**src/hw/rtl/rgbup_pkg.sv**
```systemverilog
// ----------------------------------------------------------------------------
// rgbup_pkg
// Types, constants and helpers shared by the RGB565 2.5x upscaler.
// ----------------------------------------------------------------------------
package rgbup_pkg;

	localparam int OUT_LINES       = 480;
	localparam int GROUPS_PER_LINE = 80;

	// fixed field widths of the stream and register
	localparam int PIX_W    = 16;
	localparam int WORD_W   = 32;
	localparam int FIELD_W  = 9;
	localparam int HEIGHT_W = 9;
	localparam int IN_W     = 4 * PIX_W;
	localparam int OUT_W    = 64;
	localparam int USER_W   = 2;

	localparam int NUM_WORDS = 5;
	localparam int WCNT_W    = 3;
	localparam logic [WCNT_W-1:0] LAST_WORD = WCNT_W'(NUM_WORDS - 1);

	localparam int LINE_W  = (OUT_LINES > 1) ? $clog2(OUT_LINES) : 1;
	localparam int GROUP_W = (GROUPS_PER_LINE > 1) ? $clog2(GROUPS_PER_LINE) : 1;
	localparam int SUM_W   = ((LINE_W > HEIGHT_W) ? LINE_W : HEIGHT_W) + 1;

	localparam logic [PIX_W-1:0] PIX_MASK = 16'hF7DE;

	// APB map: 32-bit data bus; only word address 0 holds a register
	localparam int APB_ADDR_W = 3;
	localparam int APB_DATA_W = 32;
	localparam logic REG_SOURCE_HEIGHT = 1'b0;
	localparam logic [HEIGHT_W-1:0] HEIGHT_RESET = HEIGHT_W'(240);

	typedef logic [NUM_WORDS-1:0][WORD_W-1:0] word_vec_t;

	typedef struct packed {
		logic [FIELD_W-1:0] line;
		logic [FIELD_W-1:0] base_idx;
		logic [FIELD_W-1:0] fetch_row;
		logic               eol;
		logic               eof;
	} line_meta_t;

	function automatic logic [PIX_W-1:0] half_sum(input logic [PIX_W-1:0] x,
		input logic [PIX_W-1:0] y);
		return (x >> 1) + (y >> 1);
	endfunction

endpackage

```
**src/hw/rtl/rgb565_upscale_320_to_800x480_top.sv**
```systemverilog
// ----------------------------------------------------------------------------
// rgb565_upscale_320_to_800x480_top
// RGB565 2.5x horizontal upscaler with averaging and vertical row stepping.
// ----------------------------------------------------------------------------
// Input stream (s_*): one word of four source pixels A,B,C,D, A in bits 15:0.
// Output stream (m_*): five words per input word, two pixels each:
//   A A, avg(A,B) B, B C, C avg(C,D), D D, with line and index tags and the
//   source row the next input word must come from. tlast marks end of line,
//   tuser carries last-of-item and end-of-frame.
// APB port: register 0 is the source height (0..480, larger writes saturate).
// An accepted word waits in the input register until the output register is
// free, and is then loaded into the output register, which drives its first
// output word. The output port delivers one word per cycle while m_tready is
// high, and a new input word is taken while the previous item's words are
// still being sent.
// Reset clears the line, group and row counters and sets height to 240.
// When m_tready is low the output word holds and, once the input register is
// full, s_tready drops.
// ----------------------------------------------------------------------------
module rgb565_upscale_320_to_800x480_top import rgbup_pkg::*; (
	input  logic                  clk,
	input  logic                  arst_n,
	input  logic                  s_tvalid,
	output logic                  s_tready,
	input  logic [IN_W-1:0]       s_tdata,   // pixel_a, pixel_b, pixel_c, pixel_d
	output logic                  m_tvalid,
	input  logic                  m_tready,
	output logic [OUT_W-1:0]      m_tdata,   // out_word, out_line, out_word_index, fetch_row
	output logic [USER_W-1:0]     m_tuser,   // last_of_item, end_of_frame
	output logic                  m_tlast,   // end_of_line
	input  logic                  psel,
	input  logic                  penable,
	input  logic                  pwrite,
	input  logic [APB_ADDR_W-1:0] paddr,
	input  logic [APB_DATA_W-1:0] pwdata,
	output logic [APB_DATA_W-1:0] prdata,
	output logic                  pready
);

	logic                in_valid_s1;
	logic [IN_W-1:0]     in_data_s1;
	logic                free, load;
	logic [HEIGHT_W-1:0] source_height;
	word_vec_t           words;
	line_meta_t          meta;

	assign load     = in_valid_s1 && free;
	assign s_tready = !in_valid_s1 || load;

	always_ff @(posedge clk or negedge arst_n) begin
		if (!arst_n) begin
			in_valid_s1 <= 1'b0;
		end else if (s_tready) begin
			in_valid_s1 <= s_tvalid;
		end
	end

	always_ff @(posedge clk) begin
		if (s_tready && s_tvalid) begin
			in_data_s1 <= s_tdata;
		end
	end

	rgbup_cfg u_cfg (
		.clk           (clk),
		.arst_n        (arst_n),
		.psel          (psel),
		.penable       (penable),
		.pwrite        (pwrite),
		.paddr         (paddr),
		.pwdata        (pwdata),
		.prdata        (prdata),
		.pready        (pready),
		.source_height (source_height)
	);

	rgbup_words u_words (
		.pixels (in_data_s1),
		.words  (words)
	);

	rgbup_seq u_seq (
		.clk           (clk),
		.arst_n        (arst_n),
		.advance       (load),
		.source_height (source_height),
		.meta          (meta)
	);

	rgbup_out u_out (
		.clk      (clk),
		.arst_n   (arst_n),
		.load     (load),
		.words    (words),
		.meta     (meta),
		.free     (free),
		.m_tvalid (m_tvalid),
		.m_tready (m_tready),
		.m_tdata  (m_tdata),
		.m_tuser  (m_tuser),
		.m_tlast  (m_tlast)
	);

endmodule

```
**src/hw/rtl/rgbup_cfg.sv**
```systemverilog
// ----------------------------------------------------------------------------
// rgbup_cfg
// APB register block holding the source height, saturated on write.
// ----------------------------------------------------------------------------
module rgbup_cfg import rgbup_pkg::*; (
	input  logic                  clk,
	input  logic                  arst_n,
	input  logic                  psel,
	input  logic                  penable,
	input  logic                  pwrite,
	input  logic [APB_ADDR_W-1:0] paddr,
	input  logic [APB_DATA_W-1:0] pwdata,
	output logic [APB_DATA_W-1:0] prdata,
	output logic                  pready,
	output logic [HEIGHT_W-1:0]   source_height
);

	logic                wr_en;
	logic                hit;
	logic [HEIGHT_W-1:0] wr_val;
	logic [HEIGHT_W-1:0] height_q;

	assign pready = 1'b1;
	assign hit    = (paddr[APB_ADDR_W-1] == REG_SOURCE_HEIGHT);
	assign wr_en  = psel && penable && pwrite && pready && hit;

	always_comb begin
		wr_val = pwdata[HEIGHT_W-1:0];
		if (int'(wr_val) > OUT_LINES) begin
			wr_val = HEIGHT_W'(OUT_LINES);
		end
	end

	always_ff @(posedge clk or negedge arst_n) begin
		if (!arst_n) begin
			height_q <= HEIGHT_RESET;
		end else if (wr_en) begin
			height_q <= wr_val;
		end
	end

	assign prdata        = hit ? APB_DATA_W'(height_q) : '0;
	assign source_height = height_q;

endmodule

```
**src/hw/rtl/rgbup_words.sv**
```systemverilog
// ----------------------------------------------------------------------------
// rgbup_words
// Masks the four source pixels and builds the five output pixel pairs.
// ----------------------------------------------------------------------------
module rgbup_words import rgbup_pkg::*; (
	input  logic [IN_W-1:0] pixels,
	output word_vec_t       words
);

	logic [PIX_W-1:0] a, b, c, d;

	// clearing each channel's lsb keeps the halved sum from carrying across
	assign a = pixels[0*PIX_W +: PIX_W] & PIX_MASK;
	assign b = pixels[1*PIX_W +: PIX_W] & PIX_MASK;
	assign c = pixels[2*PIX_W +: PIX_W] & PIX_MASK;
	assign d = pixels[3*PIX_W +: PIX_W] & PIX_MASK;

	assign words[0] = {a, a};
	assign words[1] = {b, half_sum(a, b)};
	assign words[2] = {c, b};
	assign words[3] = {half_sum(c, d), c};
	assign words[4] = {d, d};

endmodule

```
**src/hw/rtl/rgbup_seq.sv**
```systemverilog
// ----------------------------------------------------------------------------
// rgbup_seq
// Group, line and source-row counters; row accumulator for vertical scaling.
// ----------------------------------------------------------------------------
module rgbup_seq import rgbup_pkg::*; (
	input  logic                clk,
	input  logic                arst_n,
	input  logic                advance,
	input  logic [HEIGHT_W-1:0] source_height,
	output line_meta_t          meta
);

	logic [GROUP_W-1:0] group_q;
	logic [LINE_W-1:0]  line_q;
	logic [LINE_W-1:0]  acc_q;
	logic [LINE_W-1:0]  row_q;

	logic               eol, eof, wrap;
	logic [SUM_W-1:0]   sum;
	logic [LINE_W-1:0]  acc_d;
	logic [LINE_W-1:0]  row_d;

	assign eol  = (int'(group_q) == GROUPS_PER_LINE - 1);
	assign eof  = eol && (int'(line_q) == OUT_LINES - 1);
	assign sum  = SUM_W'(acc_q) + SUM_W'(source_height);
	assign wrap = (int'(sum) >= OUT_LINES);

	always_comb begin
		acc_d = acc_q;
		row_d = row_q;
		if (eol) begin
			if (eof) begin
				acc_d = '0;
				row_d = '0;
			end else if (wrap) begin
				acc_d = LINE_W'(sum - SUM_W'(OUT_LINES));
				row_d = row_q + 1'b1;
			end else begin
				acc_d = LINE_W'(sum);
			end
		end
	end

	always_ff @(posedge clk or negedge arst_n) begin
		if (!arst_n) begin
			group_q <= '0;
			line_q  <= '0;
			acc_q   <= '0;
			row_q   <= '0;
		end else if (advance) begin
			acc_q <= acc_d;
			row_q <= row_d;
			if (eol) begin
				group_q <= '0;
				line_q  <= eof ? '0 : line_q + 1'b1;
			end else begin
				group_q <= group_q + 1'b1;
			end
		end
	end

	assign meta.line      = FIELD_W'(line_q);
	assign meta.base_idx  = FIELD_W'(32'(group_q) * 32'(NUM_WORDS));
	assign meta.fetch_row = FIELD_W'(row_d);
	assign meta.eol       = eol;
	assign meta.eof       = eof;

	a_line_range: assert property (@(posedge clk) disable iff (!arst_n)
		int'(line_q) < OUT_LINES)
		else $error("line counter out of range");

	a_acc_range: assert property (@(posedge clk) disable iff (!arst_n)
		int'(acc_q) < OUT_LINES)
		else $error("row accumulator out of range");

	a_eof_clears: assert property (@(posedge clk) disable iff (!arst_n)
		(advance && eof) |=> (line_q == '0 && acc_q == '0 && row_q == '0 && group_q == '0))
		else $error("frame end did not clear counters");

endmodule

```
**src/hw/rtl/rgbup_out.sv**
```systemverilog
// ----------------------------------------------------------------------------
// rgbup_out
// Output register: holds one item's five words and shifts them onto the bus.
// ----------------------------------------------------------------------------
module rgbup_out import rgbup_pkg::*; (
	input  logic              clk,
	input  logic              arst_n,
	input  logic              load,
	input  word_vec_t         words,
	input  line_meta_t        meta,
	output logic              free,
	output logic              m_tvalid,
	input  logic              m_tready,
	output logic [OUT_W-1:0]  m_tdata,   // out_word, out_line, out_word_index, fetch_row
	output logic [USER_W-1:0] m_tuser,   // last_of_item, end_of_frame
	output logic              m_tlast    // end_of_line
);

	logic               valid_q;
	logic [WCNT_W-1:0]  cnt_q;
	word_vec_t          word_q;
	logic [FIELD_W-1:0] idx_q;
	line_meta_t         meta_q;
	logic               take, last;

	assign last = (cnt_q == LAST_WORD);
	assign take = valid_q && m_tready;
	assign free = !valid_q || (take && last);

	always_ff @(posedge clk or negedge arst_n) begin
		if (!arst_n) begin
			valid_q <= 1'b0;
			cnt_q   <= '0;
		end else if (load) begin
			valid_q <= 1'b1;
			cnt_q   <= '0;
		end else if (take) begin
			if (last) begin
				valid_q <= 1'b0;
			end
			cnt_q <= last ? '0 : cnt_q + 1'b1;
		end
	end

	// payload: shift line, the word on the bus always sits in slot 0
	always_ff @(posedge clk) begin
		if (load) begin
			word_q <= words;
			idx_q  <= meta.base_idx;
			meta_q <= meta;
		end else if (take) begin
			for (int i = 0; i < NUM_WORDS - 1; i++) begin
				word_q[i] <= word_q[i+1];
			end
			idx_q <= idx_q + 1'b1;
		end
	end

	assign m_tvalid = valid_q;
	assign m_tdata  = OUT_W'({meta_q.fetch_row, idx_q, meta_q.line, word_q[0]});
	assign m_tuser  = {last && meta_q.eof, last};
	assign m_tlast  = last && meta_q.eol;

	a_cnt_range: assert property (@(posedge clk) disable iff (!arst_n)
		valid_q |-> (cnt_q <= LAST_WORD))
		else $error("word counter past last word");

	a_step: assert property (@(posedge clk) disable iff (!arst_n)
		(take && !last) |=> (valid_q && cnt_q == $past(cnt_q) + 1'b1))
		else $error("word counter did not advance");

	a_no_early_load: assert property (@(posedge clk) disable iff (!arst_n)
		(valid_q && !(take && last)) |-> !load)
		else $error("item loaded over unsent words");

endmodule

```
**config.mk**
```make
export PLATFORM = sky130hd
export DESIGN_NAME = rgb565_upscale_320_to_800x480_top
export DESIGN_NICKNAME = d
export VERILOG_FILES = /design/src/hw/rtl/rgbup_pkg.sv /design/src/hw/rtl/rgb565_upscale_320_to_800x480_top.sv /design/src/hw/rtl/rgbup_cfg.sv /design/src/hw/rtl/rgbup_words.sv /design/src/hw/rtl/rgbup_seq.sv /design/src/hw/rtl/rgbup_out.sv
export SDC_FILE = /design/constraint.sdc
export NUM_CORES = 1
export LEC_CHECK = 0
export ABC_AREA = 1
export BUFFER_PORTS_ARGS = -buffer_cell sky130_fd_sc_hd__buf_2
export CAP_MARGIN = 10
export CORE_MARGIN = 4
export CORE_UTILIZATION = 60
export DETAILED_ROUTE_END_ITERATION = 12
export GPL_TIMING_DRIVEN = 0
export PLACE_DENSITY = 0.84
export SLEW_MARGIN = 20
export SYNTH_ARGS = -nofsm -noshare
export SYNTH_HDL_FRONTEND = slang
export SYNTH_SLANG_ARGS = --single-unit
```
**constraint.sdc**
```tcl
create_clock -name clk -period 9.85 [get_ports clk]
set_input_delay 1.97 -clock clk [delete_from_list [all_inputs] [get_ports clk]]
set_output_delay 1.97 -clock clk [all_outputs]
set_load 0.01 [all_outputs]
```
# == Yosys cells after proc, flatten, opt, wreduce, memory -nomap -nowiden ==
# Index checks and enable logic that the tools add are counted.
# totals
regBits,289
output_inout_bits,102
# op_classes
add_sub_neg,9
n_mul,1
n_lt_le_gt_ge,2
eq_ne,3
mux,19
bitwise,1
reduce_logical,18
# op_table
operator,n
128-bit two-way mux,2
9-bit two-way mux,10
15-bit by 15-bit adder with 16-bit output,2
"9-bit by 1-bit adder with 9-bit output, second input constant",3
9-bit by 9-bit adder with 10-bit output,1
"10-bit by 9-bit >= comparator with 1-bit output, second input constant",1
1-bit logical AND,10
"9-bit by 7-bit equality test with 1-bit output, second input constant",1
"9-bit greater-than comparator, second input constant",1
"7-bit by 3-bit multiplier with 9-bit output, second input constant",1
3-bit two-way mux,3
"9-bit subtractor, second input constant",1
"7-bit by 1-bit adder with 7-bit output, second input constant",1
"7-bit equality test, second input constant",1
7-bit two-way mux,1
2-bit AND reduction,2
2-bit nonzero test,2
"3-bit by 1-bit adder with 3-bit output, second input constant",1
"3-bit equality test, second input constant",1
1-bit two-way mux,3
1-bit zero test,2
1-bit logical OR,2
1-bit inverter,1

# == Logic depth before layout (Yosys ltp) ==
# depth
depth_word,6
depth_mapped,18
depth_no_buf,18

# == Hierarchy ==
# A second synthesis with hierarchy kept.
# hier_totals
cells_unflattened,1543
hier_area_um2,15428.5
# modules_own_cells
module,instances,cells_each,area_each_um2,seq_area_each_um2
rgbup_out,1,747,8164.1,5775.5
rgbup_seq,1,356,2670.1,850.8
rgb565_upscale_320_to_800x480_top,1,72,1974.4,1946.9
rgbup_words,1,269,1904.3,0.0
rgbup_cfg,1,99,715.7,230.2

# == Worst setup path before layout ==
# No wires, ideal clock.
# synth_timing
path_type,reg2reg
startpoint,"register u_out.valid_q, in the netlist u_out.m_tvalid"
endpoint,register u_out.cnt_q[2]
arrival_time_ps,6432
t_required_ps,9730
slack_ps,3298
stages_incl_launch_ff,4
synth_period_minus_slack_ps,6552
cell_sequence,dfrtp_1 o21ai_1 a21o_1 inv_1
# synth_between
elab_chain_len,5
# synth_lines
item,line_no,rtl
"start, declared",rgbup_out.sv:19,logic valid_q;
"start signal, assigned",rgbup_out.sv:32,valid_q <= 1'b0;
"start signal, assigned",rgbup_out.sv:35,valid_q <= 1'b1;
"start signal, assigned",rgbup_out.sv:39,valid_q <= 1'b0;
1-bit logical AND,rgbup_out.sv:27,assign take = valid_q && m_tready;
1-bit logical AND,rgbup_out.sv:28,assign free = !valid_q || (take && last);
1-bit logical OR,rgbup_out.sv:28,
1-bit logical AND,rgb565_upscale_320_to_800x480_top.sv:47,assign load = in_valid_s1 && free;
3-bit two-way mux / 2-bit nonzero test (equally long branches),n/a,
"end signal, assigned",rgbup_out.sv:41,cnt_q <= last ? '0 : cnt_q + 1'b1;
"end, declared",rgbup_out.sv:20,logic [WCNT_W-1:0] cnt_q;
# Parallel ways exist; a longest one is shown, timed or not.
# A chain may end at the register's enable or synchronous reset.

# == Worst setup path after layout ==
# layout_timing
startpoint,input port m_tready
endpoint,output port s_tready
# layout_between
elab_chain_len,5
# layout_lines
item,line_no,rtl
"start, declared",rgb565_upscale_320_to_800x480_top.sv:27,"input logic m_tready,"
1-bit logical AND,rgbup_out.sv:27,
1-bit logical AND,rgbup_out.sv:28,
1-bit logical OR,rgbup_out.sv:28,
1-bit logical AND,rgb565_upscale_320_to_800x480_top.sv:47,
1-bit logical OR,rgb565_upscale_320_to_800x480_top.sv:48,assign s_tready = !in_valid_s1 || load;
"end, declared",rgb565_upscale_320_to_800x480_top.sv:24,"output logic s_tready,"
# Every way passes these cells.

==> run_results.csv <==
group,metric,value,unit
clocking,ctsHtreeMaxLevel,1,
synthesis,ys_seq_elements,264,
route,drt-total-wl,28.9,mm
clocking,cts_hold_buf,0,
critical_path,arrival,2690,ps
floorplanning,core_area,21000,um2
synthesis,syn_inst,1241,
sta,skew,24.1,ps
global_routing,grt_pass1_wl,46.9,mm
floorplanning,die_y,154,um
sta,whs,447,ps
power,leakage,7.14,nW
worst_hold_path,hp-class,"flop to flop",
critical_path,critPathKind,"primary input to primary output",
critical_path,path_max_fanout,3,
synthesis,synth_top_family_by_area,"simple AND/OR/NAND/NOR gates",
global_routing,grt-busiest-layer,"met2",
placement,dp_hpwl,20.3,mm
synthesis,ys_seq_area_frac,0.592,
final_layout,syn2layout_area_growth,17.1,%
global_routing,globalRouteMet1Util,0.315,
route,ant_nets,0,
route,detail_route.iter0.violations,909,
synthesis,muxShareOfSynthArea,0,
route,drt_pre_antenna_iters,6,
sta,tightest_slew,790,ps
placement,place_area,14100,um2
synthesis,synthAdderAreaFrac,0.0634,
critical_path,cp_data_required_time,7880,ps
synthesis,synth_area_leader_cell,"edfxtp_1",
sta,hold_viol,0,
placement,portBuffers,140,
synthesis,synth_cell_type_count,52,
clocking,root_buffer,"clkbuf_16",
route,vias_per_cell,5.42,
sta,fmax,214,MHz
floorplanning,die_x,154,um
clocking,cts_made_buffers,27,
synthesis,synth-simple-area-share,0.178,
synthesis,synth_edf_count,204,
synthesis,syn_avg_cell_area,10.3,um2
clocking,cts_tree,"yes",
synthesis,synth-main-ff-cell,"edfxtp_1",
final_layout,layout.cells.non_filler,1739,
critical_path,worstPathCellList,"buf_2, inv_1, o21ai_4, or2_2, buf_2",
clocking,path_clk_slew,60,ps
final_layout,drive_gt1_frac,0.206,
floorplanning,pin_count,208,
clocking,clk_path_buf_depth,3,
synthesis,synthTopCellsByArea,"edfxtp_1, dfrtp_1, nand2_1, ha_1, nand3_1",
status,run_status,"completed",
global_routing,grt_pass1_vias,9392,
critical_path,path_common_cell,"buf_2",
sta,slew_headroom,0.473,
power,peakVddDrop,0.158,mV
clocking,post_cts_resized,0,
critical_path,critPathLaunchType,"primary input",
synthesis,netlist_area,12800,um2
synthesis,postSynth.asyncResetShare,0.182,
critical_path,cp_slowest_stage_delay,310,ps
final_layout,nets,1610,
global_routing,track_usage,0.242,
route,vias,9417,
clocking,cts.sinks,264,
final_layout,design_area,15000,um2
sta,report.final.slew_viol_count,0,
synthesis,synth_xor_area_frac,0.00959,
clocking,post-cts-setup-buffers,0,
final_layout,antenna_cells,0,
placement,gp_congestion,0.919,
synthesis,synth_warnings,0,
synthesis,yosysMostFrequentCell,"nand2_1",
placement,dp.cells,1690,
final_layout,final_core_util,0.712,
global_routing,gr-total-overflow,0,
clocking,clkLatencyLatePin,540,ps
sta,min_period_over_period,0.473,
job,drv_cap,0,
power,power.density,236,nW/um2
global_routing,grt_max_degree,49,
route,drc,0,
critical_path,cpMaxStageDelayCell,"or2_2",
sta,fin_crit,4660,ps
sta,final-setup-viol-count,0,
sta,rsz0062_at_grt,"no",
global_routing,antenna_found_initial,0,
floorplanning,start_util,0.608,
route,detail_route.wl_per_cell,16.6,um
global_routing,use_met3,0.0408,
synthesis,synth_top_cell_area_share,0.479,
floorplanning,rows,53,
floorplanning,dieArea,23700,um2
global_routing,use_met2,0.420,
synthesis,synth_commonest_cells,"nand2_1, edfxtp_1, inv_1",
synthesis,synth-compound-area-share,0.0559,
sta,tns,0,ps
critical_path,crit_path_end_kind,"primary output",
-- metrics by stage --
| stage | setup WS [ps] | power (W) |
|---|---|---|
| 2_1_floorplan | 3300 | 0.00223 |
| 3_3_place_gp | 1580 | 0.00249 |
| 3_5_place_dp | 5190 | 0.00255 |
| 4_1_cts | 5190 | 0.00353 |
| 5_1_grt | 5150 | 0.00371 |
| 6_report | 5190 | 0.00353 |
-- path summary, 6_finish.rpt --
kind                       slack [ps]  depth (start not counted)                      endpoint                        from
max in group asynchronous        7950                          1  u_seq.group_q[1]$_DFFE_PN0P_                      arst_n
hold / removal                    450                          0   u_out.word_q[147]$_DFFE_PP_    in_data_s1[51]$_DFFE_PP_
min in group asynchronous        1470                          1    u_seq.row_q[1]$_DFFE_PN0P_                      arst_n
hold reg to reg                   450                          0   u_out.word_q[147]$_DFFE_PP_    in_data_s1[51]$_DFFE_PP_
setup reg to reg                 7110                          8   u_out.word_q[124]$_DFFE_PP_  u_out.cnt_q[0]$_DFFE_PN0P_
setup / recovery                 5190                          5                      s_tready                    m_tready
-- flip-flops by register name, indices dropped and copies added (netlist names) --
| register | flops |
|---|---|
| u_out.cnt_q | 3 |
| u_seq.row_q | 9 |
| u_out.idx_q | 9 |
| in_data_s1 | 52 |
| u_cfg.source_height | 9 |
| u_out.m_tdata | 50 |
| u_seq.acc_q | 9 |
| u_out.meta_q | 2 |
| u_out.m_tvalid | 1 |
| u_seq.group_q | 7 |
| in_valid_s1 | 1 |
| u_out.word_q | 103 |
| u_seq.line_q | 9 |
-- cells by family (layout without fill, tap and decap cells) --
family / after synthesis / count (layout)
and+or+nand+nor: 518 / 518
xor gates and xnor gates: 14 / 14
other: 2 / 29
DFF: 264 / 264
AOI/OAI and AO/OA: 124 / 124
buffers and inverters: 259 / 455
adders and majority gates: 60 / 60
-- area by class of cell --
| cell class | instances | area (um2) |
|---|---|---|
| timing repair buffer | 147 | 888 |
| clock buffer | 36 | 739 |
| sequential | 264 | 7570 |
| clock inverter | 13 | 98.8 |
| fill | 1441 | 6050 |
| tap | 275 | 344 |
| inverter | 138 | 520 |
| multi-input combinational | 745 | 4050 |
| buffer | 121 | 762 |
-- where the power goes --
part | internal, W | leakage [nW] | switching (W) | total (W)
Combinational | 0.000360 | 4.07 | 0.000562 | 0.000922
Clock | 0.000554 | 0.409 | 0.000417 | 0.000971
Sequential | 0.00150 | 2.66 | 0.000130 | 0.00163
Total | 0.00242 | 7.14 | 0.00111 | 0.00353
-- cell usage in the layout (no fill, tap or decap), types with 12 or more instances in the layout --
| master | Yosys | layout |
|---|---|---|
| nor2_1 | 57 | 57 |
| o21ai_0 | 55 | 55 |
| buf_4 | 81 | 82 |
| ha_1 | 52 | 52 |
| dfxtp_1 | 12 | 12 |
| nand3_1 | 123 | 123 |
| edfxtp_1 | 204 | 204 |
| dfrtp_1 | 44 | 44 |
| a21oi_1 | 32 | 32 |
| inv_1 | 134 | 133 |
| conb_1 | 2 | 29 |
| nand2_1 | 287 | 287 |
| nand4_1 | 20 | 20 |
| clkbuf_1 | 35 | 40 |
| clkbuf_16 | 0 | 27 |
| buf_2 | 2 | 141 |
-- critical path, delay by kind of cell --
kind	cells	cell delay, ps
AOI/OAI and AO/OA	1	80
buffers and inverters	3	330
and+or+nand+nor	1	310
-- routing by layer --
metal  routed length, um  part of all wire
met1               11300              0.39
met2               14300              0.49
met4                 836             0.029
met3                2560             0.088
met5                   0                 0
(Power assumes the default switching activity.)
